==> src/rtl/eoq_pkg.sv <==
// Types and constants of the elevator order queue.
`default_nettype none

package eoq_pkg;

   localparam int MASK_W   = 4;
   localparam int FLOORS   = MASK_W;
   localparam int FLOOR_W  = $clog2(FLOORS);
   localparam int HALL_W   = 4;
   localparam int CAB_W    = 3;
   localparam int CREDIT_W = 4;
   localparam int OP_W     = 3;
   localparam int DIR_W    = 2;

   localparam logic [CREDIT_W-1:0] CREDIT_RESET = 4'd3;

   typedef enum logic [OP_W-1:0] {
      OP_SCAN  = 3'd0,
      OP_CLEAR = 3'd1,
      OP_NEXT  = 3'd2,
      OP_DIR   = 3'd3,
      OP_STOP  = 3'd4
   } op_type;

   typedef enum logic [DIR_W-1:0] {
      DIR_STOP = 2'd0,
      DIR_UP   = 2'd1,
      DIR_DOWN = 2'd2
   } dir_type;

   typedef enum logic [1:0] {
      PH_UP   = 2'd0,
      PH_DOWN = 2'd1,
      PH_CAB  = 2'd2
   } phase_type;

   typedef struct packed {
      logic               load;
      logic               scan_step;
      logic               clear_step;
      phase_type          phase;
      logic               next_step;
      logic               exec;
      logic               last;
      logic [FLOOR_W-1:0] idx;
      op_type             op;
      logic               done;
   } ctrl_type;

endpackage

`default_nettype wire

==> src/rtl/eoq_ctrl.sv <==
// Sequencer: walks the floors once for scan and next, three times for clear; other ops execute directly.
`default_nettype none

module eoq_ctrl (
   input  logic                      clock,
   input  logic                      reset,
   input  logic                      req_valid,
   input  logic [eoq_pkg::OP_W-1:0]  req_op,
   input  logic                      out_free,
   output logic                      req_ready,
   output eoq_pkg::ctrl_type         ctrl
);
   import eoq_pkg::*;

   typedef enum logic [5:0] {
      ST_IDLE  = 6'b000001,
      ST_SCAN  = 6'b000010,
      ST_CLEAR = 6'b000100,
      ST_NEXT  = 6'b001000,
      ST_EXEC  = 6'b010000,
      ST_DONE  = 6'b100000
   } state_type;

   state_type          state_ff, state_in;
   logic [FLOOR_W-1:0] idx_ff, idx_in;
   phase_type          phase_ff, phase_in;
   op_type             op_ff, op_in;
   logic               last;

   assign last = (idx_ff == FLOOR_W'(FLOORS - 1));

   always_comb begin
      state_in = state_ff;
      idx_in   = idx_ff;
      phase_in = phase_ff;
      op_in    = op_ff;
      case (state_ff)
         ST_IDLE: begin
            if (req_valid) begin
               op_in    = op_type'(req_op);
               idx_in   = '0;
               phase_in = PH_UP;
               case (req_op)
                  OP_SCAN:  state_in = ST_SCAN;
                  OP_CLEAR: state_in = ST_CLEAR;
                  OP_NEXT:  state_in = ST_NEXT;
                  default:  state_in = ST_EXEC;
               endcase
            end
         end
         ST_SCAN, ST_NEXT: begin
            idx_in = last ? '0 : idx_ff + 1'b1;
            if (last) state_in = ST_DONE;
         end
         ST_CLEAR: begin
            idx_in = last ? '0 : idx_ff + 1'b1;
            if (last) begin
               if (phase_ff == PH_CAB) state_in = ST_DONE;
               else phase_in = phase_type'(phase_ff + 2'd1);
            end
         end
         ST_EXEC: state_in = ST_DONE;
         ST_DONE: begin
            if (out_free) state_in = ST_IDLE;
         end
         default: state_in = ST_IDLE;
      endcase
   end

   always_ff @(posedge clock) begin
      if (reset) begin
         state_ff <= ST_IDLE;
         idx_ff   <= '0;
         phase_ff <= PH_UP;
      end else begin
         state_ff <= state_in;
         idx_ff   <= idx_in;
         phase_ff <= phase_in;
      end
   end

   always_ff @(posedge clock) begin
      op_ff <= op_in;
   end

   assign req_ready       = (state_ff == ST_IDLE);
   assign ctrl.load       = (state_ff == ST_IDLE) && req_valid;
   assign ctrl.scan_step  = (state_ff == ST_SCAN);
   assign ctrl.clear_step = (state_ff == ST_CLEAR);
   assign ctrl.phase      = phase_ff;
   assign ctrl.next_step  = (state_ff == ST_NEXT);
   assign ctrl.exec       = (state_ff == ST_EXEC);
   assign ctrl.last       = last;
   assign ctrl.idx        = idx_ff;
   assign ctrl.op         = op_ff;
   assign ctrl.done       = (state_ff == ST_DONE) && out_free;

endmodule

`default_nettype wire

==> src/rtl/eoq_datapath.sv <==
// Call ranks, counters, destination state and the per-floor rank unit.
`default_nettype none

module eoq_datapath (
   input  logic                          clock,
   input  logic                          reset,
   input  eoq_pkg::ctrl_type             ctrl,
   input  logic [eoq_pkg::FLOOR_W-1:0]   req_floor,
   input  logic [eoq_pkg::MASK_W-1:0]    req_up_mask,
   input  logic [eoq_pkg::MASK_W-1:0]    req_down_mask,
   input  logic [eoq_pkg::MASK_W-1:0]    req_cab_mask,
   input  logic                          csr_write_enable,
   input  logic [eoq_pkg::CREDIT_W-1:0]  csr_write_data,
   output logic [eoq_pkg::FLOOR_W-1:0]   dest_floor,
   output logic                          dest_valid,
   output logic [eoq_pkg::DIR_W-1:0]     direction,
   output logic                          stop_here,
   output logic [eoq_pkg::HALL_W-1:0]    hall_count,
   output logic [eoq_pkg::CAB_W-1:0]     cab_count
);
   import eoq_pkg::*;

   logic [HALL_W-1:0]   up_ff [FLOORS];
   logic [HALL_W-1:0]   up_in [FLOORS];
   logic [HALL_W-1:0]   down_ff [FLOORS];
   logic [HALL_W-1:0]   down_in [FLOORS];
   logic [CAB_W-1:0]    cab_ff [FLOORS];
   logic [CAB_W-1:0]    cab_in [FLOORS];
   logic [HALL_W-1:0]   hc_ff, hc_in;
   logic [CAB_W-1:0]    cc_ff, cc_in;
   logic                dv_ff, dv_in;
   logic [FLOOR_W-1:0]  dest_ff, dest_in;
   dir_type             dir_ff, dir_in;
   logic [CREDIT_W-1:0] credit_ff, credit_in;
   logic [CREDIT_W-1:0] limit_ff, limit_in;
   logic                stop_ff, stop_in;
   logic                cab_found_ff, cab_found_in;
   logic [FLOOR_W-1:0]  cab_sel_ff, cab_sel_in;
   logic                hall_found_ff, hall_found_in;
   logic [FLOOR_W-1:0]  hall_sel_ff, hall_sel_in;
   logic [FLOOR_W-1:0]  floor_ff;
   logic [MASK_W-1:0]   um_ff, dm_ff, cm_ff;

   logic [FLOOR_W-1:0]  i;
   logic [HALL_W-1:0]   up_i, down_i, up_fl, down_fl, r_hall, hc_mid;
   logic [CAB_W-1:0]    cab_i, cab_fl;
   logic                skip, up_take, down_take, cab_take;
   logic                hall_act, cab_act, cab_hit, hall_hit;
   logic                cab_found_n, hall_found_n;
   logic [FLOOR_W-1:0]  cab_sel_n, hall_sel_n;
   logic                query;

   assign i       = ctrl.idx;
   assign up_i    = up_ff[i];
   assign down_i  = down_ff[i];
   assign cab_i   = cab_ff[i];
   assign up_fl   = up_ff[floor_ff];
   assign down_fl = down_ff[floor_ff];
   assign cab_fl  = cab_ff[floor_ff];

   // scan
   assign skip      = dv_ff && (i == floor_ff);
   assign up_take   = um_ff[i] && (up_i == '0) && !skip;
   assign down_take = dm_ff[i] && (down_i == '0) && !skip;
   assign cab_take  = cm_ff[i] && (cab_i == '0) && !skip;
   assign hc_mid    = hc_ff + HALL_W'(up_take);

   // clear
   assign r_hall   = (ctrl.phase == PH_UP) ? up_fl : down_fl;
   assign hall_act = (r_hall != '0);
   assign cab_act  = (cab_fl != '0);

   // next destination
   assign cab_hit      = (cab_i == CAB_W'(1));
   assign hall_hit     = (up_i == HALL_W'(1)) || (down_i == HALL_W'(1));
   assign cab_found_n  = cab_found_ff || cab_hit;
   assign cab_sel_n    = cab_found_ff ? cab_sel_ff : i;
   assign hall_found_n = hall_found_ff || hall_hit;
   assign hall_sel_n   = hall_found_ff ? hall_sel_ff : i;

   assign query = (cab_fl != '0) || (dv_ff && (dest_ff == floor_ff)) ||
                  ((up_fl != '0) && (dir_ff == DIR_UP)) ||
                  ((down_fl != '0) && (dir_ff == DIR_DOWN));

   always_comb begin
      up_in         = up_ff;
      down_in       = down_ff;
      cab_in        = cab_ff;
      hc_in         = hc_ff;
      cc_in         = cc_ff;
      dv_in         = dv_ff;
      dest_in       = dest_ff;
      dir_in        = dir_ff;
      credit_in     = credit_ff;
      limit_in      = limit_ff;
      stop_in       = stop_ff;
      cab_found_in  = cab_found_ff;
      cab_sel_in    = cab_sel_ff;
      hall_found_in = hall_found_ff;
      hall_sel_in   = hall_sel_ff;

      if (csr_write_enable) limit_in = csr_write_data;

      if (ctrl.load) begin
         stop_in       = 1'b0;
         cab_found_in  = 1'b0;
         hall_found_in = 1'b0;
      end

      if (ctrl.scan_step) begin
         if (up_take) up_in[i] = hc_ff + 1'b1;
         if (down_take) down_in[i] = hc_mid + 1'b1;
         hc_in = hc_mid + HALL_W'(down_take);
         if (cab_take) cab_in[i] = cc_ff + 1'b1;
         cc_in = cc_ff + CAB_W'(cab_take);
      end

      if (ctrl.clear_step) begin
         if (ctrl.phase == PH_CAB) begin
            if (cab_act && (cab_i > cab_fl)) cab_in[i] = cab_i - 1'b1;
            if (ctrl.last && cab_act) begin
               cab_in[floor_ff] = '0;
               cc_in = cc_ff - 1'b1;
            end
         end else begin
            if (hall_act && (up_i > r_hall)) up_in[i] = up_i - 1'b1;
            if (hall_act && (down_i > r_hall)) down_in[i] = down_i - 1'b1;
            if (ctrl.last && hall_act) begin
               if (ctrl.phase == PH_UP) up_in[floor_ff] = '0;
               else down_in[floor_ff] = '0;
               hc_in = hc_ff - 1'b1;
            end
         end
      end

      if (ctrl.next_step) begin
         cab_found_in  = cab_found_n;
         cab_sel_in    = cab_sel_n;
         hall_found_in = hall_found_n;
         hall_sel_in   = hall_sel_n;
         if (ctrl.last) begin
            if ((credit_ff != '0) && cab_found_n) begin
               dv_in     = 1'b1;
               dest_in   = cab_sel_n;
               credit_in = credit_ff - 1'b1;
            end else if (hall_found_n) begin
               dv_in   = 1'b1;
               dest_in = hall_sel_n;
            end else begin
               dv_in     = 1'b0;
               dest_in   = '0;
               credit_in = limit_ff;
            end
         end
      end

      if (ctrl.exec) begin
         case (ctrl.op)
            OP_DIR: begin
               if (!dv_ff) dir_in = DIR_STOP;
               else if (floor_ff > dest_ff) dir_in = DIR_DOWN;
               else if (floor_ff < dest_ff) dir_in = DIR_UP;
               else dir_in = DIR_STOP;
            end
            OP_STOP: stop_in = query;
            default: ;
         endcase
      end
   end

   always_ff @(posedge clock) begin
      if (reset) begin
         up_ff         <= '{default: '0};
         down_ff       <= '{default: '0};
         cab_ff        <= '{default: '0};
         hc_ff         <= '0;
         cc_ff         <= '0;
         dv_ff         <= 1'b0;
         dest_ff       <= '0;
         dir_ff        <= DIR_STOP;
         credit_ff     <= CREDIT_RESET;
         limit_ff      <= CREDIT_RESET;
         stop_ff       <= 1'b0;
         cab_found_ff  <= 1'b0;
         hall_found_ff <= 1'b0;
      end else begin
         up_ff         <= up_in;
         down_ff       <= down_in;
         cab_ff        <= cab_in;
         hc_ff         <= hc_in;
         cc_ff         <= cc_in;
         dv_ff         <= dv_in;
         dest_ff       <= dest_in;
         dir_ff        <= dir_in;
         credit_ff     <= credit_in;
         limit_ff      <= limit_in;
         stop_ff       <= stop_in;
         cab_found_ff  <= cab_found_in;
         hall_found_ff <= hall_found_in;
      end
   end

   always_ff @(posedge clock) begin
      cab_sel_ff  <= cab_sel_in;
      hall_sel_ff <= hall_sel_in;
      if (ctrl.load) begin
         floor_ff <= req_floor;
         um_ff    <= req_up_mask;
         dm_ff    <= req_down_mask;
         cm_ff    <= req_cab_mask;
      end
   end

   assign dest_floor = dest_ff;
   assign dest_valid = dv_ff;
   assign direction  = dir_ff;
   assign stop_here  = stop_ff;
   assign hall_count = hc_ff;
   assign cab_count  = cc_ff;

endmodule

`default_nettype wire

==> src/rtl/elevator_order_queue_core.sv <==
// Elevator order queue top level: sequencer, rank datapath and result register.
// A scan or next destination walks the floors once, a clear makes three rank passes over
// the floors, and the other ops take one execute state; the done state then loads rsp_valid.
// req_ready rises with rsp_valid, so a new request is only taken once the previous result
// is out; an unaccepted result holds the sequencer in its done state.
// Synchronous reset clears ranks and counters, drops the destination, stops, credit 3.
`default_nettype none

module elevator_order_queue_core (
   input  logic                          clock,
   input  logic                          reset,
   input  logic                          req_valid,
   output logic                          req_ready,
   input  logic [eoq_pkg::OP_W-1:0]      req_op,
   input  logic [eoq_pkg::FLOOR_W-1:0]   req_floor,
   input  logic [eoq_pkg::MASK_W-1:0]    req_up_mask,
   input  logic [eoq_pkg::MASK_W-1:0]    req_down_mask,
   input  logic [eoq_pkg::MASK_W-1:0]    req_cab_mask,
   output logic                          rsp_valid,
   input  logic                          rsp_ready,
   output logic [eoq_pkg::FLOOR_W-1:0]   rsp_dest_floor,
   output logic                          rsp_dest_valid,
   output logic [eoq_pkg::DIR_W-1:0]     rsp_direction,
   output logic                          rsp_stop_here,
   output logic [eoq_pkg::HALL_W-1:0]    rsp_hall_count,
   output logic [eoq_pkg::CAB_W-1:0]     rsp_cab_count,
   input  logic                          csr_write_enable,
   input  logic [eoq_pkg::CREDIT_W-1:0]  csr_write_data
);
   import eoq_pkg::*;

   ctrl_type           ctrl;
   logic               out_free;
   logic [FLOOR_W-1:0] dest_floor;
   logic               dest_valid;
   logic [DIR_W-1:0]   direction;
   logic               stop_here;
   logic [HALL_W-1:0]  hall_count;
   logic [CAB_W-1:0]   cab_count;

   logic               rsp_valid_ff, rsp_valid_in;
   logic [FLOOR_W-1:0] rsp_dest_floor_ff;
   logic               rsp_dest_valid_ff;
   logic [DIR_W-1:0]   rsp_direction_ff;
   logic               rsp_stop_here_ff;
   logic [HALL_W-1:0]  rsp_hall_count_ff;
   logic [CAB_W-1:0]   rsp_cab_count_ff;

   assign out_free = !rsp_valid_ff || rsp_ready;

   eoq_ctrl u_ctrl (
      .clock     (clock),
      .reset     (reset),
      .req_valid (req_valid),
      .req_op    (req_op),
      .out_free  (out_free),
      .req_ready (req_ready),
      .ctrl      (ctrl)
   );

   eoq_datapath u_datapath (
      .clock            (clock),
      .reset            (reset),
      .ctrl             (ctrl),
      .req_floor        (req_floor),
      .req_up_mask      (req_up_mask),
      .req_down_mask    (req_down_mask),
      .req_cab_mask     (req_cab_mask),
      .csr_write_enable (csr_write_enable),
      .csr_write_data   (csr_write_data),
      .dest_floor       (dest_floor),
      .dest_valid       (dest_valid),
      .direction        (direction),
      .stop_here        (stop_here),
      .hall_count       (hall_count),
      .cab_count        (cab_count)
   );

   assign rsp_valid_in = ctrl.done || (rsp_valid_ff && !rsp_ready);

   always_ff @(posedge clock) begin
      if (reset) begin
         rsp_valid_ff <= 1'b0;
      end else begin
         rsp_valid_ff <= rsp_valid_in;
      end
   end

   always_ff @(posedge clock) begin
      if (ctrl.done) begin
         rsp_dest_floor_ff <= dest_floor;
         rsp_dest_valid_ff <= dest_valid;
         rsp_direction_ff  <= direction;
         rsp_stop_here_ff  <= stop_here;
         rsp_hall_count_ff <= hall_count;
         rsp_cab_count_ff  <= cab_count;
      end
   end

   assign rsp_valid      = rsp_valid_ff;
   assign rsp_dest_floor = rsp_dest_floor_ff;
   assign rsp_dest_valid = rsp_dest_valid_ff;
   assign rsp_direction  = rsp_direction_ff;
   assign rsp_stop_here  = rsp_stop_here_ff;
   assign rsp_hall_count = rsp_hall_count_ff;
   assign rsp_cab_count  = rsp_cab_count_ff;

endmodule

`default_nettype wire

==> config.mk <==
export PLATFORM = sky130hd
export DESIGN_NAME = elevator_order_queue_core
export DESIGN_NICKNAME = d
export VERILOG_FILES = /design/src/rtl/eoq_pkg.sv /design/src/rtl/eoq_ctrl.sv /design/src/rtl/eoq_datapath.sv /design/src/rtl/elevator_order_queue_core.sv
export SDC_FILE = /design/constraint.sdc
export NUM_CORES = 1
export LEC_CHECK = 0
export ABC_AREA = 1
export BUFFER_PORTS_ARGS = -buffer_cell sky130_fd_sc_hd__clkbuf_2
export CORE_ASPECT_RATIO = 0.8
export CORE_MARGIN = 2
export CORE_UTILIZATION = 56
export CTS_CLUSTER_SIZE = 16
export DETAILED_ROUTE_END_ITERATION = 8
export PLACE_DENSITY = 0.85
export REMOVE_ABC_BUFFERS = 1
export SLEW_MARGIN = 20
export SYNTH_ARGS = -nofsm -noshare
export SYNTH_HDL_FRONTEND = slang
export SYNTH_SLANG_ARGS = --single-unit
==> constraint.sdc <==
create_clock -name clock -period 3.6 [get_ports clock]
set_input_delay 0.72 -clock clock [delete_from_list [all_inputs] [get_ports clock]]
set_output_delay 0.72 -clock clock [all_outputs]
set_load 0.02 [all_outputs]
### Word level (Yosys, flattened, before mapping)

Cells that the tools add are included.

| word-level totals | value |
|---|---|
| bits in registers | 112 |
| input bits | 26 |
| output and inout bits | 15 |
| logic and storage cells | 253 |

| operators by class | value |
|---|---|
| $add $sub $neg | 14 |
| order comparisons | 10 |
| equal/unequal tests | 26 |
| multiplexer cells | 103 |
| bitwise operators | 7 |
| reduce and logical (&&, ||, !) cells | 54 |

Operators by type and width:

| operator | number |
|---|---|
| 2-to-1 mux 16 bit | 18 |
| 2-to-1 mux 12 bit | 8 |
| 2-to-1 mux 4 bit | 17 |
| bitwise mux 16 bit | 4 |
| AND 16 bit | 2 |
| binary-select mux 4 bit (select 2 bit) | 4 |
| 2-to-1 mux 3 bit | 10 |
| 2-to-1 mux 6 bit | 5 |
| case mux 6 bit (5 select lines) | 1 |
| bitwise mux 12 bit | 2 |
| logical AND 1 bit | 21 |
| 2-to-1 mux 2 bit | 10 |
| demux 4 bit (select 2 bit) | 2 |
| inverter 16 bit | 1 |
| nonzero test 4 bit | 4 |
| subtractor 4 x 1 -> 4 bit (second input constant) | 4 |
| case mux 5 bit (3 select lines) | 1 |
| AND 12 bit | 1 |
| binary-select mux 3 bit (select 2 bit) | 2 |
| demux 3 bit (select 2 bit) | 2 |
| 2-to-1 mux 1 bit | 12 |
| inverter 12 bit | 1 |
| adder 4 x 1 -> 4 bit | 2 |
| adder 4 x 1 -> 4 bit (second input constant) | 2 |
| other kinds (42) | 78 |

### Longest topological paths before layout

| logic depth | value |
|---|---|
| depth in word-level cells | 21 |
| depth in mapped cells | 19 |

### Hierarchy

From an unflattened synthesis, not the netlist that was laid out.

| second synthesis, totals | value |
|---|---|
| cell total of the unflattened synthesis | 1,167 |
| area total of the unflattened synthesis | 7,743.7 sq um |

By module, submodules not included:

| module | times used | cells an instance | area each (sq um) | sequential area each (sq um) |
|---|---|---|---|---|
| eoq_datapath | 1 | 1,043 | 6,523.8 | 1,881.8 |
| eoq_ctrl | 1 | 106 | 787.0 | 290.3 |
| elevator_order_queue_core | 1 | 18 | 432.9 | 410.4 |

### Least setup slack after synthesis

OpenSTA, ideal clock, no wires.

| path | value |
|---|---|
| path type | register -> register |
| start point | register u_ctrl.idx_ff[0] |
| end point | register u_datapath.down_ff[11] (netlist bit) |
| setup time | 0.064 ns |
| arrival | 2.827 ns |
| required time | 3.536 ns |
| setup slack | 0.708 ns |
| stages on the path, launching flop included | 20 |
| cells stage by stage | dfxtp_1 buf_2 buf_2 nand2_1 nand3_1 nand2_1 ha_1 nand2_1 nor3_1 ha_1 ha_1 or2_2 nand2_1 inv_1 nand3_1 xor2_1 nand3_1 nand3_1 nand2_1 nor2_1 |

| between the ends | value |
|---|---|
| word-level cells in the longest chain between the ends | 21 |
| elaborated cells between the ends (all ways) | 44 |
| classes of those cells | add/sub: 3; order compare: 3; eq/ne: 2; mux: 23; bitwise: 2; reduce/logical: 11 |

Ends and longest elaborated chain:

| what | line | text |
|---|---|---|
| start, declared | eoq_ctrl.sv:25 | `logic [FLOOR_W-1:0] idx_ff, idx_in;` |
| start signal, assigned | eoq_ctrl.sv:77 | `idx_ff <= idx_in;` |
| inverter 2 -> 3 bit (implied by the code) | n/a |  |
| binary-select mux 4 bit (select 2 bit) | eoq_datapath.sv:54 | `assign up_i = up_ff[i];` |
| 2-to-1 mux 4 bit (implied by the code) (2 in a row) | eoq_datapath.sv:54 |  |
| logical NOT 4 bit | eoq_datapath.sv:63 | `assign up_take = um_ff[i] && (up_i == '0) && !skip;` |
| logical AND 1 bit (2 in a row) | eoq_datapath.sv:63 |  |
| adder 4 x 1 -> 4 bit | eoq_datapath.sv:66 | `assign hc_mid = hc_ff + HALL_W'(up_take);` |
| adder 4 x 1 -> 4 bit | eoq_datapath.sv:112 | `if (down_take) down_in[i] = hc_mid + 1'b1;` |
| bitwise mux 16 bit | eoq_datapath.sv:112 |  |
| [3 not listed] | n/a |  |
| 2-to-1 mux 16 bit | eoq_datapath.sv:127 | `if (hall_act && (down_i > r_hall)) down_in[i] = down_i - 1'b1;` |
| 2-to-1 mux 16 bit | eoq_datapath.sv:119 | `if (ctrl.phase == PH_CAB) begin` |
| 2-to-1 mux 16 bit | eoq_datapath.sv:118 | `if (ctrl.clear_step) begin` |
| AND 16 bit (no source line) | n/a |  |
| 2-to-1 mux 16 bit | eoq_datapath.sv:129 | `if (ctrl.phase == PH_UP) up_in[floor_ff] = '0;` |
| 2-to-1 mux 16 bit | eoq_datapath.sv:128 | `if (ctrl.last && hall_act) begin` |
| 2-to-1 mux 16 bit | eoq_datapath.sv:119 |  |
| 2-to-1 mux 16 bit (*) | eoq_datapath.sv:118 |  |
| end signal, assigned | eoq_datapath.sv:188 | `down_ff <= down_in;` |
| end, declared | eoq_datapath.sv:25 | `logic [HALL_W-1:0] down_ff [FLOORS];` |

Every way passes the cells marked *; elsewhere a longest branch is shown, timed or not. The select of a mux whose other input is x is not followed.
A chain may end at the register's enable or synchronous reset.

### Worst setup path after layout

| path | value |
|---|---|
| start point | register u_datapath.floor_ff[0] |
| end point | register u_datapath.up_ff[2] (netlist bit) |

| between the ends | value |
|---|---|
| word-level cells in the longest chain between the ends | 15 |
| elaborated cells between the ends (all ways) | 33 |
| classes of those cells | order compare: 3; eq/ne: 1; mux: 19; bitwise: 3; reduce/logical: 7 |

Ends and longest elaborated chain:

| what | line | text |
|---|---|---|
| start, declared | eoq_datapath.sv:41 | `logic [FLOOR_W-1:0] floor_ff;` |
| start signal, assigned | eoq_datapath.sv:207 | `floor_ff <= req_floor;` |
| inverter 2 -> 3 bit (implied by the code) or equality test 2 bit (tied branches) | n/a |  |
| binary-select mux 4 bit (select 2 bit), or another cell as far along | eoq_datapath.sv:58 | `assign down_fl = down_ff[floor_ff];` |
| 2-to-1 mux 4 bit (implied by the code), or another cell as far along (2 in a row) | eoq_datapath.sv:58 |  |
| 2-to-1 mux 4 bit or 2-to-1 mux 16 bit (tied branches) | eoq_datapath.sv:69, eoq_datapath.sv:111 |  |
| greater-than comparator 4 bit, or another cell as far along | eoq_datapath.sv:126 | `if (hall_act && (up_i > r_hall)) up_in[i] = up_i - 1'b1;` |
| logical AND 1 bit or bitwise mux 16 bit (tied branches) | eoq_datapath.sv:126 |  |
| 2-to-1 mux 16 bit | eoq_datapath.sv:126 |  |
| 2-to-1 mux 16 bit | eoq_datapath.sv:119 |  |
| 2-to-1 mux 16 bit | eoq_datapath.sv:118 |  |
| AND 16 bit (no source line) | n/a |  |
| 2-to-1 mux 16 bit | eoq_datapath.sv:129 |  |
| 2-to-1 mux 16 bit | eoq_datapath.sv:128 |  |
| 2-to-1 mux 16 bit | eoq_datapath.sv:119 |  |
| 2-to-1 mux 16 bit (*) | eoq_datapath.sv:118 |  |
| end signal, assigned | eoq_datapath.sv:187 | `up_ff <= up_in;` |
| end, declared | eoq_datapath.sv:23 | `logic [HALL_W-1:0] up_ff [FLOORS];` |

Marked as above.

==> flow_summary.json <==
{
  "grt_pass1_vias": 6954,
  "netlist_area_um2": 7550,
  "hold_viol": 0,
  "path_clk_slew_ns": 0.08,
  "core_area_um2": 13000,
  "crit_fanout": 17,
  "dpl.hpwl_mm": 16.9,
  "synth-seq-cells": 112,
  "grt_pass1_wl_mm": 36.2,
  "initial_core_util_pct": 58.0,
  "yosys.cell_types.count": 37,
  "numCtsBuffers": 9,
  "fin_setup_tns_ns": 0,
  "portBuffers": 40,
  "power_per_cell_area_nw_per_um2": 503,
  "dr.first_iter.drc_count": 1043,
  "io_pins": 41,
  "clk_latency_ns": 0.37,
  "cp-end-kind": "flip-flop",
  "status": "finished, final reports clean",
  "grt_max_degree": 37,
  "first_pass_iters": 6,
  "p_leak_nw": 3.90,
  "fillers": 1174,
  "syn2layout_area_growth_pct": 9.60,
  "wire_per_inst_um": 16.7,
  "ys_warn_count": 0,
  "worst_slew_pin_slew_ns": 0.605,
  "min_period_ns": 3.33,
  "holdCritPathClass": "reg2reg",
  "synth_sequential_area_ratio_pct": 34.2,
  "globalplace.congestion": 1.03,
  "synth_area_leaders": "dfxtp_1, nand2_1, edfxtp_1",
  "synth_cells": 1152,
  "postPlaceCellArea_um2": 7960,
  "antenna_left": 0,
  "fmax_ghz": 0.300,
  "route.detailed.drc": 0,
  "yosysTopAreaCell": "dfxtp_1",
  "cts.sinks": 112,
  "finClkSkew_ns": 0.0137,
  "antenna_found_initial": 0,
  "ir_drop_mv": 0.310,
  "diodes": 0,
  "nets": 1253,
  "vias_per_cell": 5.84,
  "multiInputGateArea_um2": 4330,
  "cpMaxStageDelayCell": "edfxtp_1",
  "final_layout_size_suffix_gt1_share_pct": 8.98,
  "crit_path_start_kind": "flip-flop",
  "critPathBufInv": 2,
  "die_w_um": 134,
  "crit_required_ns": 3.85,
  "crit_path_max_incr_delay_ns": 0.53,
  "maxSlewHeadroom_pct": 59.7,
  "dieHeight_um": 108,
  "syn_area_per_cell_um2": 6.55,
  "regArea_um2": 2580,
  "num_rows": 37,
  "rsz0062_at_grt": "no",
  "hold_ws_ns": 0.453,
  "grt_usage_pct": 32.2,
  "die_area_um2": 14400,
  "synth_top_area_share_pct": 20.7,
  "max_cap_violations": 0,
  "grt-ovfl-total": 0,
  "finalSetupViolCount": 0,
  "fin_cells": 1367,
  "path_cells": "buf_4 -> o21ai_0 -> nand2_1 -> nand3_1 -> nand2_1 -> ha_1 -> a21oi_1 -> nor2_1 -> nor2_1 -> a21oi_2 -> nand2_4 -> inv_2 -> o21ai_0 -> nand2_1 -> nor2_1",
  "finalCritPeriodShare_pct": 92.6,
  "cts_buffer_depth": 2,
  "fin_area_um2": 8270,
  "cts_root_buf": "clkbuf_16",
  "setup_slack_ns": 0.265,
  "vias": 7988,
  "routed_wl_mm": 22.8,
  "dp.cells": 1351,
  "crit_type": "reg2reg",
  "drv_slew": 0,
  "cts_tree": "done",
  "crit_family": "simple AND/OR/NAND/NOR gates",
  "arrival_ns": 3.58,
  "cts_hold_buf": 0,
  "dp_slack_ns": 0.323,
  "htreeDepth": 3
}
## Yosys cell counts
cell type,n
nand2_1,366
nand3_1,127
nor2_1,112
inv_1,107
dfxtp_1,78
o21ai_0,75
a21oi_1,53
nand4_1,41
ha_1,40
edfxtp_1,34
buf_2,22
clkbuf_1,13
nor3_1,10
inv_2,9
xnor2_1,8
xor2_1,8
nand3b_1,5
nand2_2,4
nor2_2,4
o21ai_1,4
o22ai_1,4
buf_4,3
mux2i_1,3
nor2_4,3
or2_2,3
a211oi_1,2
a32oi_1,2
buf_1,2
clkinv_1,2
a21o_1,1
a21oi_2,1
a31oi_1,1
buf_6,1
nand2_4,1
nand3_2,1
nor3b_1,1
o21a_1,1
## metal layers
metal  share of wire (%)  vias up  global-route usage, %
met2                  41      503                   46.6
met1                  42     3582                   46.0
li1                    -     3847                      -
met5                   0        -                      0
met3                  14       56                   9.27
met4                 2.8        0                   10.3
## what timing repair did
action,in CTS,in global routing
resized for setup,0,3
buffers inserted,0,0
endpoints found under the setup margin,0,4
## final cells by class
cell class	count	share of cell area (%)
clock buffers	11	3.07
clock inverters	5	0.650
inverters	118	5.38
multi-input cells	881	52.4
flip-flops and latches	112	31.2
well taps	175	2.65
repair buffers	65	4.69
## state kept, by name (all words and copies together) (netlist names), 3 cells and up
signal / cells
u_datapath.down_ff: 16
u_datapath.up_ff: 16
u_datapath.cab_ff: 12
u_ctrl.state_ff: 6
rsp_hall_count: 4
u_datapath.cm_ff: 4
u_datapath.credit_ff: 4
u_datapath.dm_ff: 4
u_datapath.hall_count: 4
u_datapath.limit_ff: 4
u_datapath.um_ff: 4
rsp_cab_count: 3
u_ctrl.op_ff: 3
u_datapath.cab_count: 3
## logic make-up after synthesis
family	share of synthesized area [%]
and+or+nand+nor	38.5
buffers and inverters	8.52
AOI/OAI and AO/OA	9.91
DFF	34.2
adders and majority gates	6.63
xor gates and xnor gates	1.86
muxes	0.398
## power breakdown
part	switching (W)	total, W	internal, W
clock	0.000513	0.00105	0.000532
sequential	0.0000917	0.00153	0.00144
combinational	0.00112	0.00158	0.000462
## stage by stage
| stage | power, W | util [%] |
|---|---|---|
| 6_report | 0.00416 | 63.6 |
| 5_1_grt | 0.00438 | 63.6 |
| 4_1_cts | 0.00411 | 63.5 |
| 3_5_place_dp | 0.00308 | 61.2 |
| 3_3_place_gp | 0.00305 | 61.2 |
| 2_1_floorplan | 0.00254 | - |
## placed cells by master, fill, tap and decap left out, types with 5 or more instances in the layout
cell / n
a21oi_1: 53
buf_4: 25
clkbuf_16: 10
clkbuf_2: 40
dfxtp_1: 78
edfxtp_1: 34
ha_1: 40
inv_1: 107
inv_2: 8
nand2_1: 366
nand3_1: 127
nand3b_1: 5
nand4_1: 41
nor2_1: 112
nor3_1: 10
o21ai_0: 75
xnor2_1: 8
xor2_1: 7
## final timing paths
kind / endpoint / from / slack, ns / depth (start not counted)
worst max register to register: u_datapath.up_ff[2]$_SDFF_PP0_ / u_datapath.floor_ff[0]$_DFFE_PP_ / 0.27 / 15
worst min-delay path: rsp_stop_here$_DFFE_PP_ / u_datapath.stop_here$_SDFF_PP0_ / 0.45 / 0
worst max-delay path: u_datapath.up_ff[2]$_SDFF_PP0_ / u_datapath.floor_ff[0]$_DFFE_PP_ / 0.27 / 15
worst min register to register: rsp_stop_here$_DFFE_PP_ / u_datapath.stop_here$_SDFF_PP0_ / 0.45 / 0
(Power assumes the default switching activity.)
